===== config.mk =====
export PLATFORM = sky130hd
export DESIGN_NAME = rle_stream_unpacker_core
export DESIGN_NICKNAME = d
export VERILOG_FILES = /design/src/rsu_pkg.sv /design/src/rsu_decoder.sv /design/src/rsu_out_stage.sv /design/src/rle_stream_unpacker_core.sv
export SDC_FILE = /design/constraint.sdc
export NUM_CORES = 1
export LEC_CHECK = 0
export BUFFER_PORTS_ARGS = -buffer_cell sky130_fd_sc_hd__buf_4
export CAP_MARGIN = 20
export CORE_ASPECT_RATIO = 1.4
export CORE_MARGIN = 5
export CORE_UTILIZATION = 52
export CTS_BUF_LIST = sky130_fd_sc_hd__clkbuf_16
export DETAILED_ROUTE_END_ITERATION = 10
export PLACE_DENSITY = 0.8
export SLEW_MARGIN = 20
export SYNTH_ARGS = -nofsm -noshare
export SYNTH_HDL_FRONTEND = slang
export SYNTH_SLANG_ARGS = --single-unit

===== constraint.sdc =====
create_clock -name clk -period 3.8 [get_ports clk]
set_input_delay 0 -clock clk [delete_from_list [all_inputs] [get_ports clk]]
set_output_delay 0 -clock clk [all_outputs]
set_load 0.1 [all_outputs]

===== src/rsu_pkg.sv =====
`timescale 1ns / 1ps
package rsu_pkg;

  localparam logic [31:0] SKIP_RESET  = 32'h0004_2000;
  localparam logic [7:0]  TOK_ZERO    = 8'h00;
  localparam logic [7:0]  TOK_FILL8   = 8'h80;
  localparam logic [7:0]  TOK_FILL16  = 8'h81;
  localparam logic [7:0]  TOK_SPACE   = 8'h82;
  localparam logic [7:0]  SPACE_CHAR  = 8'h20;
  localparam int          MARKER_LEN  = 4;

  localparam logic [7:0] MARKER [MARKER_LEN] = '{8'h73, 8'h71, 8'h73, 8'h68};

  typedef enum logic [2:0] {
    PH_SKIP    = 3'd0,
    PH_HUNT    = 3'd1,
    PH_TOKEN   = 3'd2,
    PH_COUNT8  = 3'd3,
    PH_COUNT16 = 3'd4,
    PH_VALUE   = 3'd5,
    PH_LITERAL = 3'd6,
    PH_DONE    = 3'd7
  } phase_t;

  // token kind, also low/high byte select of the 16-bit count
  localparam logic [1:0] KIND_ZERO    = 2'd0;
  localparam logic [1:0] KIND_FILL    = 2'd1;
  localparam logic [1:0] KIND_SPACE   = 2'd2;
  localparam logic [1:0] KIND_LO_BYTE = 2'd0;
  localparam logic [1:0] KIND_HI_BYTE = 2'd1;

  typedef struct packed {
    logic [7:0]  value;
    logic [15:0] count;
    logic        done;
    logic        marker;
  } res_t;

endpackage


===== src/rsu_decoder.sv =====
`timescale 1ns / 1ps
module rsu_decoder (
  input  logic         clk,
  input  logic         rst_n,
  input  logic         cfg_wr_en,
  input  logic [31:0]  cfg_wr_data,
  input  logic         in_acc,
  input  logic [7:0]   in_byte,
  input  logic         in_eoi,
  output logic         res_vld,
  output rsu_pkg::res_t res
);
  import rsu_pkg::*;

  logic [31:0] skip_bytes_r;
  logic [31:0] skip_left_r, skip_left_nxt;
  logic [2:0]  matched_r, matched_nxt;
  phase_t      phase_r, phase_nxt, ph;
  logic [1:0]  kind_r, kind_nxt;
  logic [15:0] pend_r, pend_nxt;
  logic [15:0] pend_dec;
  logic        emit;

  always_comb begin
    skip_left_nxt = skip_left_r;
    matched_nxt   = matched_r;
    kind_nxt      = kind_r;
    pend_nxt      = pend_r;
    emit          = 1'b0;
    res           = '0;
    pend_dec      = (pend_r != 16'd0) ? pend_r - 16'd1 : pend_r;
    ph            = phase_r;
    if (phase_r == PH_SKIP) begin
      if (skip_left_r != 32'd0) begin
        skip_left_nxt = skip_left_r - 32'd1;
      end else begin
        ph = PH_HUNT;
      end
    end
    phase_nxt = ph;
    unique case (ph)
      PH_SKIP: ;
      PH_HUNT: begin
        if (in_byte == MARKER[matched_r[1:0]]) begin
          matched_nxt = matched_r + 3'd1;
          if (matched_r == 3'(MARKER_LEN - 1)) begin
            emit       = 1'b1;
            res.marker = 1'b1;
            phase_nxt  = PH_TOKEN;
          end
        end else begin
          matched_nxt = 3'd0;
        end
      end
      PH_TOKEN: begin
        priority if (in_byte == TOK_ZERO) begin
          kind_nxt  = KIND_ZERO;
          phase_nxt = PH_COUNT8;
        end else if (in_byte == TOK_FILL8) begin
          kind_nxt  = KIND_FILL;
          phase_nxt = PH_COUNT8;
        end else if (in_byte == TOK_FILL16) begin
          kind_nxt  = KIND_LO_BYTE;
          phase_nxt = PH_COUNT16;
        end else if (in_byte == TOK_SPACE) begin
          kind_nxt  = KIND_SPACE;
          phase_nxt = PH_COUNT8;
        end else if (!in_byte[7]) begin
          pend_nxt  = {8'd0, in_byte};
          phase_nxt = PH_LITERAL;
        end else begin
          pend_nxt  = {9'd0, in_byte[6:0]};
          phase_nxt = PH_VALUE;
        end
      end
      PH_COUNT8: begin
        priority if (kind_r == KIND_FILL) begin
          pend_nxt  = {8'd0, in_byte};
          phase_nxt = PH_VALUE;
        end else if (kind_r == KIND_SPACE) begin
          if (in_byte != 8'd0) begin
            emit      = 1'b1;
            res.value = SPACE_CHAR;
            res.count = {8'd0, in_byte};
          end
          phase_nxt = PH_TOKEN;
        end else begin
          emit      = 1'b1;
          res.count = {8'd0, in_byte};
          if (in_byte == 8'd0) begin
            res.done  = 1'b1;
            phase_nxt = PH_DONE;
          end else begin
            phase_nxt = PH_TOKEN;
          end
        end
      end
      PH_COUNT16: begin
        if (kind_r == KIND_LO_BYTE) begin
          pend_nxt = {8'd0, in_byte};
          kind_nxt = KIND_HI_BYTE;
        end else begin
          pend_nxt  = pend_r | {in_byte, 8'd0};
          phase_nxt = PH_VALUE;
        end
      end
      PH_VALUE: begin
        if (pend_r != 16'd0) begin
          emit      = 1'b1;
          res.value = in_byte;
          res.count = pend_r;
        end
        pend_nxt  = 16'd0;
        phase_nxt = PH_TOKEN;
      end
      PH_LITERAL: begin
        emit      = 1'b1;
        res.value = in_byte;
        res.count = 16'd1;
        pend_nxt  = pend_dec;
        if (pend_dec == 16'd0) begin
          phase_nxt = PH_TOKEN;
        end
      end
      PH_DONE: ;
      default: ;
    endcase
    if (in_eoi) begin
      skip_left_nxt = skip_bytes_r;
      matched_nxt   = 3'd0;
      phase_nxt     = PH_SKIP;
      kind_nxt      = KIND_ZERO;
      pend_nxt      = 16'd0;
    end
    res_vld = in_acc && emit;
  end

  always_ff @(posedge clk) begin
    if (!rst_n) begin
      skip_bytes_r <= SKIP_RESET;
      skip_left_r  <= SKIP_RESET;
      matched_r    <= 3'd0;
      phase_r      <= PH_SKIP;
      kind_r       <= KIND_ZERO;
      pend_r       <= 16'd0;
    end else if (cfg_wr_en) begin
      skip_bytes_r <= cfg_wr_data;
      if (phase_r == PH_SKIP) begin
        skip_left_r <= cfg_wr_data;
      end
    end else if (in_acc) begin
      skip_left_r <= skip_left_nxt;
      matched_r   <= matched_nxt;
      phase_r     <= phase_nxt;
      kind_r      <= kind_nxt;
      pend_r      <= pend_nxt;
    end
  end

  a_eoi_reload: assert property (@(posedge clk) disable iff (!rst_n)
    in_acc && in_eoi && !cfg_wr_en |=> phase_r == PH_SKIP && matched_r == 3'd0)
    else $error("end of input did not reload");
  a_hunt_range: assert property (@(posedge clk) disable iff (!rst_n)
    phase_r == PH_HUNT |-> matched_r < 3'(MARKER_LEN))
    else $error("marker match count out of range");
  a_marker_tok: assert property (@(posedge clk) disable iff (!rst_n)
    res_vld && res.marker && !in_eoi && !cfg_wr_en |=> phase_r == PH_TOKEN)
    else $error("marker result without token phase");

endmodule


===== src/rsu_out_stage.sv =====
`timescale 1ns / 1ps
module rsu_out_stage (
  input  logic          clk,
  input  logic          rst_n,
  input  logic          push,
  input  rsu_pkg::res_t push_res,
  output logic          full,
  output logic          out_tvalid,
  input  logic          out_tready,
  output logic [23:0]   out_tdata,
  output logic          out_tuser,
  output logic          out_tlast
);
  import rsu_pkg::*;

  res_t       q_mem_r [2];
  logic       wr_ptr_r, rd_ptr_r;
  logic [1:0] cnt_r;
  logic [1:0] sub_r;
  res_t       head;
  logic       hs, pop, sub_end;

  assign head       = q_mem_r[rd_ptr_r];
  assign full       = (cnt_r == 2'd2);
  assign out_tvalid = (cnt_r != 2'd0);
  assign hs         = out_tvalid && out_tready;
  assign sub_end    = (sub_r == 2'(MARKER_LEN - 1));
  assign pop        = hs && (!head.marker || sub_end);

  always_comb begin
    if (head.marker) begin
      out_tdata = {16'd1, MARKER[sub_r]};
      out_tuser = 1'b0;
      out_tlast = sub_end;
    end else begin
      out_tdata = {head.count, head.value};
      out_tuser = head.done;
      out_tlast = 1'b1;
    end
  end

  always_ff @(posedge clk) begin
    if (push) begin
      q_mem_r[wr_ptr_r] <= push_res;
    end
  end

  always_ff @(posedge clk) begin
    if (!rst_n) begin
      wr_ptr_r <= 1'b0;
      rd_ptr_r <= 1'b0;
      cnt_r    <= 2'd0;
      sub_r    <= 2'd0;
    end else begin
      if (push) begin
        wr_ptr_r <= ~wr_ptr_r;
      end
      if (pop) begin
        rd_ptr_r <= ~rd_ptr_r;
        sub_r    <= 2'd0;
      end else if (hs) begin
        sub_r <= sub_r + 2'd1;
      end
      cnt_r <= cnt_r + {1'b0, push} - {1'b0, pop};
    end
  end

  a_no_overflow: assert property (@(posedge clk) disable iff (!rst_n)
    full |-> !push)
    else $error("push into full queue");
  a_sub_marker: assert property (@(posedge clk) disable iff (!rst_n)
    sub_r != 2'd0 |-> out_tvalid && head.marker)
    else $error("marker index set without marker word");
  a_sub_hold: assert property (@(posedge clk) disable iff (!rst_n)
    out_tvalid && !out_tready |=> $stable(sub_r) && $stable(rd_ptr_r))
    else $error("stalled word changed");

endmodule


===== src/rle_stream_unpacker_core.sv =====
`timescale 1ns / 1ps
// channel | dir | handshake            | contents
// in_     | in  | in_tvalid/in_tready  | tdata: data_byte[7:0]; tlast: end_of_input
// out_    | out | out_tvalid/out_tready| tdata: value[7:0], repeat_res[23:8];
//         |     |                      | tuser: stream_done; tlast: group_last
// cfg_    | in  | cfg_wr_en            | skip_bytes[31:0]
//
// one input word per cycle unless full; token state updates in the cycle it is taken
// a marker match gives four output words, sent one by one from one queue entry
// results pass through a two-entry queue; in_tready drops only when it is full
// synchronous active-low reset; skip count reloads to 0x42000, no clearing pass
module rle_stream_unpacker_core (
  input  logic        clk,
  input  logic        rst_n,
  input  logic        in_tvalid,
  output logic        in_tready,
  input  logic [7:0]  in_tdata,   // data_byte
  input  logic        in_tlast,
  output logic        out_tvalid,
  input  logic        out_tready,
  output logic [23:0] out_tdata,  // value, repeat_res
  output logic        out_tuser,  // stream_done
  output logic        out_tlast,
  input  logic        cfg_wr_en,
  input  logic [31:0] cfg_wr_data
);
  import rsu_pkg::*;

  logic in_acc, res_vld, full;
  res_t res;

  assign in_tready = !full;
  assign in_acc    = in_tvalid && in_tready;

  rsu_decoder u_dec (
    .clk        (clk),
    .rst_n      (rst_n),
    .cfg_wr_en  (cfg_wr_en),
    .cfg_wr_data(cfg_wr_data),
    .in_acc     (in_acc),
    .in_byte    (in_tdata),
    .in_eoi     (in_tlast),
    .res_vld    (res_vld),
    .res        (res)
  );

  rsu_out_stage u_out (
    .clk       (clk),
    .rst_n     (rst_n),
    .push      (res_vld),
    .push_res  (res),
    .full      (full),
    .out_tvalid(out_tvalid),
    .out_tready(out_tready),
    .out_tdata (out_tdata),
    .out_tuser (out_tuser),
    .out_tlast (out_tlast)
  );

endmodule

=== After elaboration in Yosys (flattened, before gate mapping) ===
Memories as Yosys holds them, arrays and structs flattened. A register that Yosys moved wholly into a read port is not among the register bits.
Index checks and enable logic that the tools add are counted.

* $add $sub $neg: 6
* $lt $le $gt $ge: 2
* Eq/ne operators: 23
* Mux-type cells: 71
* Bitwise gates (word level): 7
* Reduce and logical (&&, ||, !) cells: 27

{| class="wikitable"
|+ Operator list
! cell !! number
|-
| 2-to-1 mux 32 bit || 6
|-
| 2-to-1 mux 16 bit || 9
|-
| case mux 16 bit (5 select lines) || 1
|-
| case mux 24 bit (3 select lines) || 1
|-
| 2-to-1 mux 3 bit || 17
|-
| 2-to-1 mux 24 bit || 2
|-
| binary-select mux 8 bit (select 2 bit) || 2
|-
| 2-to-1 mux 8 bit || 4
|-
| nonzero test 32 bit || 1
|-
| subtractor 32 x 1 -> 32 bit, second input constant || 1
|-
| 2-to-1 mux 25 bit || 1
|-
| equality test 8 bit, second input constant || 3
|-
| 2-to-1 mux 22 bit || 1
|-
| case mux 3 bit (6 select lines) || 1
|-
| zero test 16 bit || 1
|-
| 2-to-1 mux 1 bit || 16
|-
| OR 16 bit || 1
|-
| nonzero test 16 bit || 1
|-
| subtractor 16 x 1 -> 16 bit, second input constant || 1
|-
| 2-to-1 mux 2 bit || 7
|-
| != test 3 bit, second input constant || 4
|-
| equality test 3 x 2 -> 1 bit, second input constant || 3
|-
| equality test 3 bit, second input constant || 3
|-
| equality test 8 bit || 1
|-
| other kinds (32) || 48
|}

* Register bits after elaboration: 94
* Memory bits (writable): 52
* Output and inout port bits: 28
* Word-level logic and storage cells: 147
* Memories kept: 1

{| class="wikitable"
|+ Memory list
! memory !! words !! width !! rd ports !! clocked after memory_dff !! write ports !! line !! source
|-
| u_out.q_mem_r || 2 || 26 || 1 || 1 || 1 || rsu_out_stage.sv:16 || <nowiki>res_t q_mem_r [2];</nowiki>
|}

=== Logic depth before layout (Yosys ltp) ===
Gate-level depths: netlist of the first run.

* Depth in word-level cells: 10
* Depth in mapped cells: 11

=== Modules after synthesis ===
Synthesis of the first run repeated with hierarchy kept, for this count alone.

* Cells, all modules: 898
* Area total of the unflattened synthesis: 8,054.0 um2

{| class="wikitable"
|+ By module, submodules not included
! module !! times used !! cells an instance !! area an instance (um2) !! seq. area each (um2)
|-
| rsu_decoder || 1 || 744 || 5,676.7 || 1,761.7
|-
| rsu_out_stage || 1 || 152 || 2,367.3 || 1,701.6
|-
| rle_stream_unpacker_core || 1 || 2 || 10.0 || 0.0
|}

=== Worst setup path after synthesis of the first run ===
No wires, ideal clock.

* Path kind: register -> register
* Start point: register u_dec.matched_r[0]
* End point: memory u_out.q_mem_r[0][0] (netlist name) (enable)
* Arrival time: 3,000 ps
* Data required time: 3,391 ps
* Setup slack: 391 ps
* Stages on the path, launching flop included: 8
* Path buffers: 0
* Clock period less this slack: 3,409 ps
* Path through: dfxtp_1 ha_1 nor4bb_1 a31oi_1 or4b_2 nor3_1 nor2_1 nor2_1

* Word-level cells in the longest chain between the ends: 10
* Elaborated cells on any way between the ends: 12

{| class="wikitable"
|+ Ends and longest elaborated chain
! element !! line !! source
|-
| from (decl) || rsu_decoder.sv:17 || <nowiki>logic [2:0] matched_r, matched_nxt;</nowiki>
|-
| from (signal assigned) || rsu_decoder.sv:153 || <nowiki>matched_r <= matched_nxt;</nowiki>
|-
| inverter 2 -> 3 bit (not written as such) || rsu_decoder.sv:44 || <nowiki>if (in_byte == MARKER[matched_r[1:0]]) begin</nowiki>
|-
| binary-select mux 8 bit (select 2 bit) || rsu_decoder.sv:44 ||
|-
| 2-to-1 mux 8 bit (not written as such) (2 in a row) || rsu_decoder.sv:44 ||
|-
| equality test 8 bit || rsu_decoder.sv:44 ||
|-
| 2-to-1 mux 1 bit * || rsu_decoder.sv:44 ||
|-
| case mux 1 bit (4 select lines) * || rsu_decoder.sv:41 || <nowiki>unique case (ph)</nowiki>
|-
| logical AND 1 bit * || rsu_decoder.sv:135 || <nowiki>res_vld = in_acc && emit;</nowiki>
|-
| 2-to-1 mux 1 bit * || rsu_out_stage.sv:43 || <nowiki>if (push) begin</nowiki>
|-
| 2-to-1 mux 1 bit (not written as such) * || rsu_out_stage.sv:44 || <nowiki>q_mem_r[wr_ptr_r] <= push_res;</nowiki>
|-
| to (decl) || rsu_out_stage.sv:16 ||
|}

Every way passes the cells marked *; elsewhere a longest branch is shown, timed or not. The select of a mux whose other input is x is not followed.

=== Final worst setup path of the first run ===
* Start point: register u_dec.pend_r[4]
* End point: register u_dec.phase_r[2]

* Word-level cells in the longest chain between the ends: 6
* Elaborated cells on any way between the ends: 7

{| class="wikitable"
|+ Ends and longest elaborated chain
! element !! line !! source
|-
| from (decl) || rsu_decoder.sv:20 || <nowiki>logic [15:0] pend_r, pend_nxt;</nowiki>
|-
| from (signal assigned) || rsu_decoder.sv:156 || <nowiki>pend_r <= pend_nxt;</nowiki>
|-
| subtractor 16 x 1 -> 16 bit / nonzero test 16 bit (equally long branches) || rsu_decoder.sv:31 || <nowiki>pend_dec = (pend_r != 16'd0) ? pend_r - 16'd1 : pend_r;</nowiki>
|-
| 2-to-1 mux 16 bit * || rsu_decoder.sv:31 ||
|-
| zero test 16 bit * || rsu_decoder.sv:121 || <nowiki>if (pend_dec == 16'd0) begin</nowiki>
|-
| 2-to-1 mux 3 bit * || rsu_decoder.sv:121 ||
|-
| case mux 3 bit (6 select lines) * || rsu_decoder.sv:41 ||
|-
| 2-to-1 mux 3 bit * || rsu_decoder.sv:128 || <nowiki>if (in_eoi) begin</nowiki>
|-
| to (signal assigned) || rsu_decoder.sv:154 || <nowiki>phase_r <= phase_nxt;</nowiki>
|-
| to (decl) || rsu_decoder.sv:18 || <nowiki>phase_t phase_r, phase_nxt, ph;</nowiki>
|}

Every way passes the cells marked *; elsewhere a longest branch is shown, timed or not.
A chain may end at the register's enable or synchronous reset.

==> results of run 1 <==
-- state kept, by name, summed over array words and instances, names as in the netlist, named ones only --
register / count
u_out.q_mem_r: 52
u_dec.skip_bytes_r: 32
u_dec.skip_left_r: 32
u_dec.pend_r: 16
u_dec.matched_r: 3
u_dec.phase_r: 3
u_dec.kind_r: 2
u_out.cnt_r: 2
u_out.sub_r: 2
u_out.rd_ptr_r: 1
u_out.wr_ptr_r: 1
-- layout make-up --
cell class	count	area share (%)
multi-input combinational	676	43.7
sequential	147	35.7
timing repair buffer	125	10.7
clock buffer	18	4.65
tap	196	2.53
clock inverter	14	1.54
inverter	31	1.20
-- worst reg2reg max path, delay by kind of cell (launching register included) --
family	cells	cell delay, ns
compound gates	2	0.31
fa+ha+maj	1	0.32
flops	1	0.41
simple gates	4	1.96
-- per-layer routing --
layer	up-vias	GRT usage (%)	part of all wire, %
met4	0	12.2	3.8
li1	3581	-	-
met1	3487	28.7	39
met2	312	42.1	51
met5	-	0	0
met3	63	3.14	6.5
-- per-stage QoR --
stage | total power [mW] | worst slack (ns) | hold WS [ns]
after global placement | 2.18 | 0.760 | 0.244
after CTS | 3.90 | 0.704 | 0.00130
after floorplan | 2.05 | 0.391 | 0.141
after detailed placement | 2.18 | 0.726 | 0.251
final | 3.91 | 0.678 | 0.00701
after global routing | 4.04 | 0.540 | 0.0224
-- power groups by stage --
stage                     sequential (mW)  combinational (mW)  clock, mW
after floorplan                      1.74               0.312          0
after global placement               1.75               0.423          0
after detailed placement             1.76               0.427          0
after CTS                            1.72               0.462       1.72
after global routing                 1.73               0.516       1.79
final                                1.73               0.468       1.71
-- placed cells by master (no fill, tap or decap), types with 9 or more instances in the layout --
cell type      count
dfxtp_1           95
nor2_1            92
nand2_1           88
buf_4             87
a21oi_1           74
o21ai_0           57
edfxtp_1          52
mux2i_1           45
dlygate4sd3_1     38
inv_1             30
nor3_1            29
o31ai_1           20
clkbuf_16         18
nand3_1           17
o211ai_1          17
nor4_1            16
a31oi_1           14
and2_1            14
ha_1              13
xnor2_1           10
a22oi_1            9
-- logic make-up after synthesis --
logic type	Yosys count	share of synthesized area, %
AND/OR/NAND/NOR	323	19.8
flip-flops	147	42.7
adder cells (fa/ha/maj)	14	2.15
XOR/XNOR	17	1.84
buffers and inverters	103	5.02
multiplexers	48	5.97
AO/OA/AOI/OAI	274	22.5
-- path summary, 6_finish.rpt --
check                         start                endpoint  cells past startpoint
max                 u_dec.pend_r[4]        u_dec.phase_r[2]                      7
min                      out_tready          u_out.sub_r[1]                      4
min reg2reg  u_dec.skip_bytes_r[14]  u_dec.skip_bytes_r[14]                      2
max reg2reg         u_dec.pend_r[4]        u_dec.phase_r[2]                      7
-- synthesized netlist by cell type, drive strengths merged (7+ instances only) --
cell     n  share of area [%]
dfxtp   95                 23
nor2    93                4.3
nand2   88                4.1
a21oi   74                4.6
o21ai   60                3.8
clkbuf  57                2.7
edfxtp  52                 19
mux2i   45                5.6
inv     30                1.4
nor3    29                1.8
o31ai   20                1.9
nor4    18                1.7
nand3   17                1.0
o211ai  17                1.6
a31oi   15                1.2
and2    15                1.2
buf     15               0.93
ha      13                2.0
or4     10                1.1
xnor2   10                1.1
a22oi    9               0.83
a221oi   8               0.86
and3     8               0.62
o221a    8                1.1
or3      8               0.62
a22o     7               0.76
xor2     7               0.76
==> results.ini, run 1 <==
[worst_setup_path]
cp.arrival_ns=3.42
worst-path-buf-inv=0
slowest_delay_ns=0.62
r2r_slack_ns=0.68
crit_family=simple AND/OR/NAND/NOR gates
worst_ep_required_time_ns=4.10
end_kind=register
worstSetupPathType=reg -> reg
cp-start-kind=register
crit_path_frequent_cell=or4_4
cpMaxStageDelayCell=or4_4
critPathMaxFanout=9
worstPathCellList=or4_4 -> or4_4 -> or4_1 -> ha_1 -> or3b_1 -> o31ai_1 -> a31oi_1

[clock_network]
ctsHtreeMaxLevel=4
cts.clk_slew.worst_paths_ns=0.07
cts.sink_count=147
cts_inserted_buffers=17
postCtsResizedCells=0
clk_path_buf_depth=2
cts_tree=built
hold_buffers=38
post-cts-setup-buffers=0
clk_latency_ns=0.43
clockRootBuffer=clkbuf_16

[global_route]
grt_max_degree=80
gr-total-overflow=0
track_usage_pct=24.1
grt_pass1_vias=7113
grt_pass1_wl_um=35200
antenna_found_initial=0

[yosys]
ys_seq_area_share_pct=42.7
syn_area_per_cell_um2=8.75
yosysWarningCount=0
synth-main-ff-cell=dfxtp_1
synth_area_um2=8110
synth-async-reset-ratio_pct=0
synth_nets=985
synth_edf_count=52
ys_ff_latch=147
netlist_instances=926
yosysUniqueCellTypes=82

[drt]
ant_nets=0
drc=0
wl_um=21400
viasPerCell=6.17
wl_per_cell_um=17.8
dr.pass1.iters=5
num_vias=7443
drtIter0Drc=509

[layout]
antennaDiodeCount=0
final_cell_area_um2=9700
multiInputGateArea_um2=4240
register_area_um2=3460
area_growth_syn_to_layout_pct=19.6
post-route-util_pct=62.7
layout.nets=1057
fillers=1282
drive_gt1_share_pct=14.7
fin_cells=1207

[floorplan]
start_util_pct=52.4
die_w_um=116
fp.coreArea_um2=15500
die_h_um=158
ios=74
die-area_um2=18200
num_rows=54

[power]
p_clk_share_pct=43.8
cellPowerDensity_nw_per_um2=403
p_seq_share_pct=44.2
p_int_mw=2.88
vdd_drop_max_mv=0.265
power.switching_mw=1.02
combPwrFrac_pct=12.0
leakage_nw=3.65
switching_share_pct=26.2

[timing]
drv_slew=0
rsz0062_at_grt=false
fin_crit_sh_pct=82.1
setup-tns-final_ns=0
setup_violations=0
worst_pin_slew_ns=0.851
post-route-min-period_ns=3.12
skew_ns=0.0134
fmaxAchievable_mhz=320
maxSlewHeadroom_pct=43.1
hold_viol_final=0

[place]
post-place-cells=1137
dp_hpwl_um=14100
dpl_cell_area_um2=8720
numPortBuffers=73
gp_congestion=0.931

[min_path]
holdCritPathClass=in -> reg

[job]
cap_viol_max_count=0

[status]
status=finished, final reports clean

Power figures use the tool's default switching activity.
==> run 2: changes to the inputs <==
Clock period 3.8 ns to 3 ns, I/O delays scaled along.
==> run 2 against run 1 <==
Utilization rose by 0.74 points. Wire length down 0.28%. Largest power group unchanged. Sequential cell count stayed put. Register-to-register slack got worse by 0.59 ns. Combinational power is 31% higher. Via count shrank 0.16%. Die area unchanged. Critical path depth unchanged.
==> results.ini, run 2 (synthesis results as in run 1) <==
[worst_setup_path]
r2r_cells=7
cpMaxStageDelayCell=or4_4
crit_cells=7
cp.arrival_ns=3.20
crit_path_frequent_cell=or4_4
end_kind=register
slowest_delay_ns=0.53
worst-path-buf-inv=0
critPathMaxFanout=4
worstSetupPathType=reg -> reg
crit_family=simple AND/OR/NAND/NOR gates
worst_ep_required_time_ns=3.29
cp-start-kind=register
worstPathCellList=or4_4 -> or4_4 -> or4_4 -> ha_1 -> or3b_1 -> o31ai_1 -> a31oi_1

[clock_network]
cts.clk_slew.worst_paths_ns=0.06
ctsHtreeMaxLevel=4
clockRootBuffer=clkbuf_16
cts_inserted_buffers=17
clk_latency_ns=0.42
clk_path_buf_depth=2
cts.sink_count=147
cts_tree=built

[timing]
post-route-min-period_ns=2.91
hold_viol_final=0
fin_crit_sh_pct=96.9
skew_ns=0.0110
worst_pin_slew_ns=0.786
fmaxAchievable_mhz=344
setup_violations=0
hold-worst-slack_ns=0.0109
drv_slew=0
maxSlewHeadroom_pct=47.4

[drt]
drtIter0Drc=458
drc=0
viasPerCell=6.07
wl_um=21400
num_vias=7431
dr.pass1.iters=5
ant_nets=0
wl_per_cell_um=17.5

[floorplan]
num_rows=54
fp.coreArea_um2=15500
die_h_um=158
die-area_um2=18200
die_w_um=116
start_util_pct=52.4
ios=74

[global_route]
grt_max_degree=58
grt_pass1_vias=7350
antenna_found_initial=0
grt_pass1_wl_um=35800
track_usage_pct=24.2
gr-total-overflow=0

[layout]
mostFrequentLayoutCells=101 x buf_4, 95 x dfxtp_1, 92 x nor2_1
top_register=u_out.q_mem_r
antennaDiodeCount=0
final_common_cell=buf_4
post-route-util_pct=63.4
layout.nets=1074
drive_gt1_share_pct=16.3
top_regs=u_out.q_mem_r (52), u_dec.skip_bytes_r (32), u_dec.skip_left_r (32)
largest_register_ffs=52
area_growth_syn_to_layout_pct=21.0
final_cell_area_um2=9810

[power]
cellPowerDensity_nw_per_um2=487
leakage_nw=3.70
vdd_drop_max_mv=0.316
power_mw=4.78

[job]
cap_viol_max_count=0

[place]
gp_congestion=0.915
dpl_cell_area_um2=8880
dp_hpwl_um=14500
numPortBuffers=73

[min_path]
holdCritPathClass=in -> reg
min_path_cells=4

[status]
status=finished, final reports clean

[run 2: layer usage]
layer / vias to the layer above / routed length (um) / track usage (%)
li1: 3614 / - / -
met1: 3496 / 8330 / 28.7
met2: 270 / 11100 / 43.5
met3: 51 / 1280 / 3.02
met4: 0 / 643 / 10.5
met5: - / 0 / 0
[run 2: worst paths after layout]
check	start	endpoint	slack, ns
worst max register to register	u_dec.pend_r[7]	u_dec.phase_r[2]	0.09
worst min register to register	u_dec.skip_bytes_r[14]	u_dec.skip_bytes_r[14]	0.46
worst max-delay path	u_dec.pend_r[7]	u_dec.phase_r[2]	0.09
worst min-delay path	out_tready	u_out.sub_r[1]	0.01
[run 2: worst min-delay path, stage by stage]
cell and delay, ns:
buf_4 0.11, nand2_1 0.14, a21oi_1 0.09, nor2_1 0.07
[run 2: layout make-up]
cell class              instances  area, um^2
clock buffers                  17         425
clock inverters                15         120
fillers                      1269        5660
inverters                      31         116
multi-input cells             676        4240
flip-flops and latches        147        3460
well taps                     196         245
repair buffers                142        1200
[run 2: timing repair]
item                                   CTS  global route
hold buffers                            38             0
endpoints found under the hold margin   69             0
setup endpoints to repair                0             2
buffers inserted                         0             0
gates resized for setup                  0             2
[run 2: per-stage QoR]
step	std cells	setup WS, ns	TNS, ns
after global routing	1224	-0.0101	-0.0101
after CTS	1224	0.0729	0
after floorplan	926	-0.00956	-0.00956
after detailed placement	1154	0.0893	0
after global placement	1154	0.106	0
final	1224	0.0919	0
[run 2: report_power, final]
part	leakage (nW)	internal, mW	total [mW]	switching [mW]
sequential	1.25	2.11	2.18	0.0692
clock	0.257	1.08	1.98	0.902
combinational	2.19	0.268	0.612	0.344
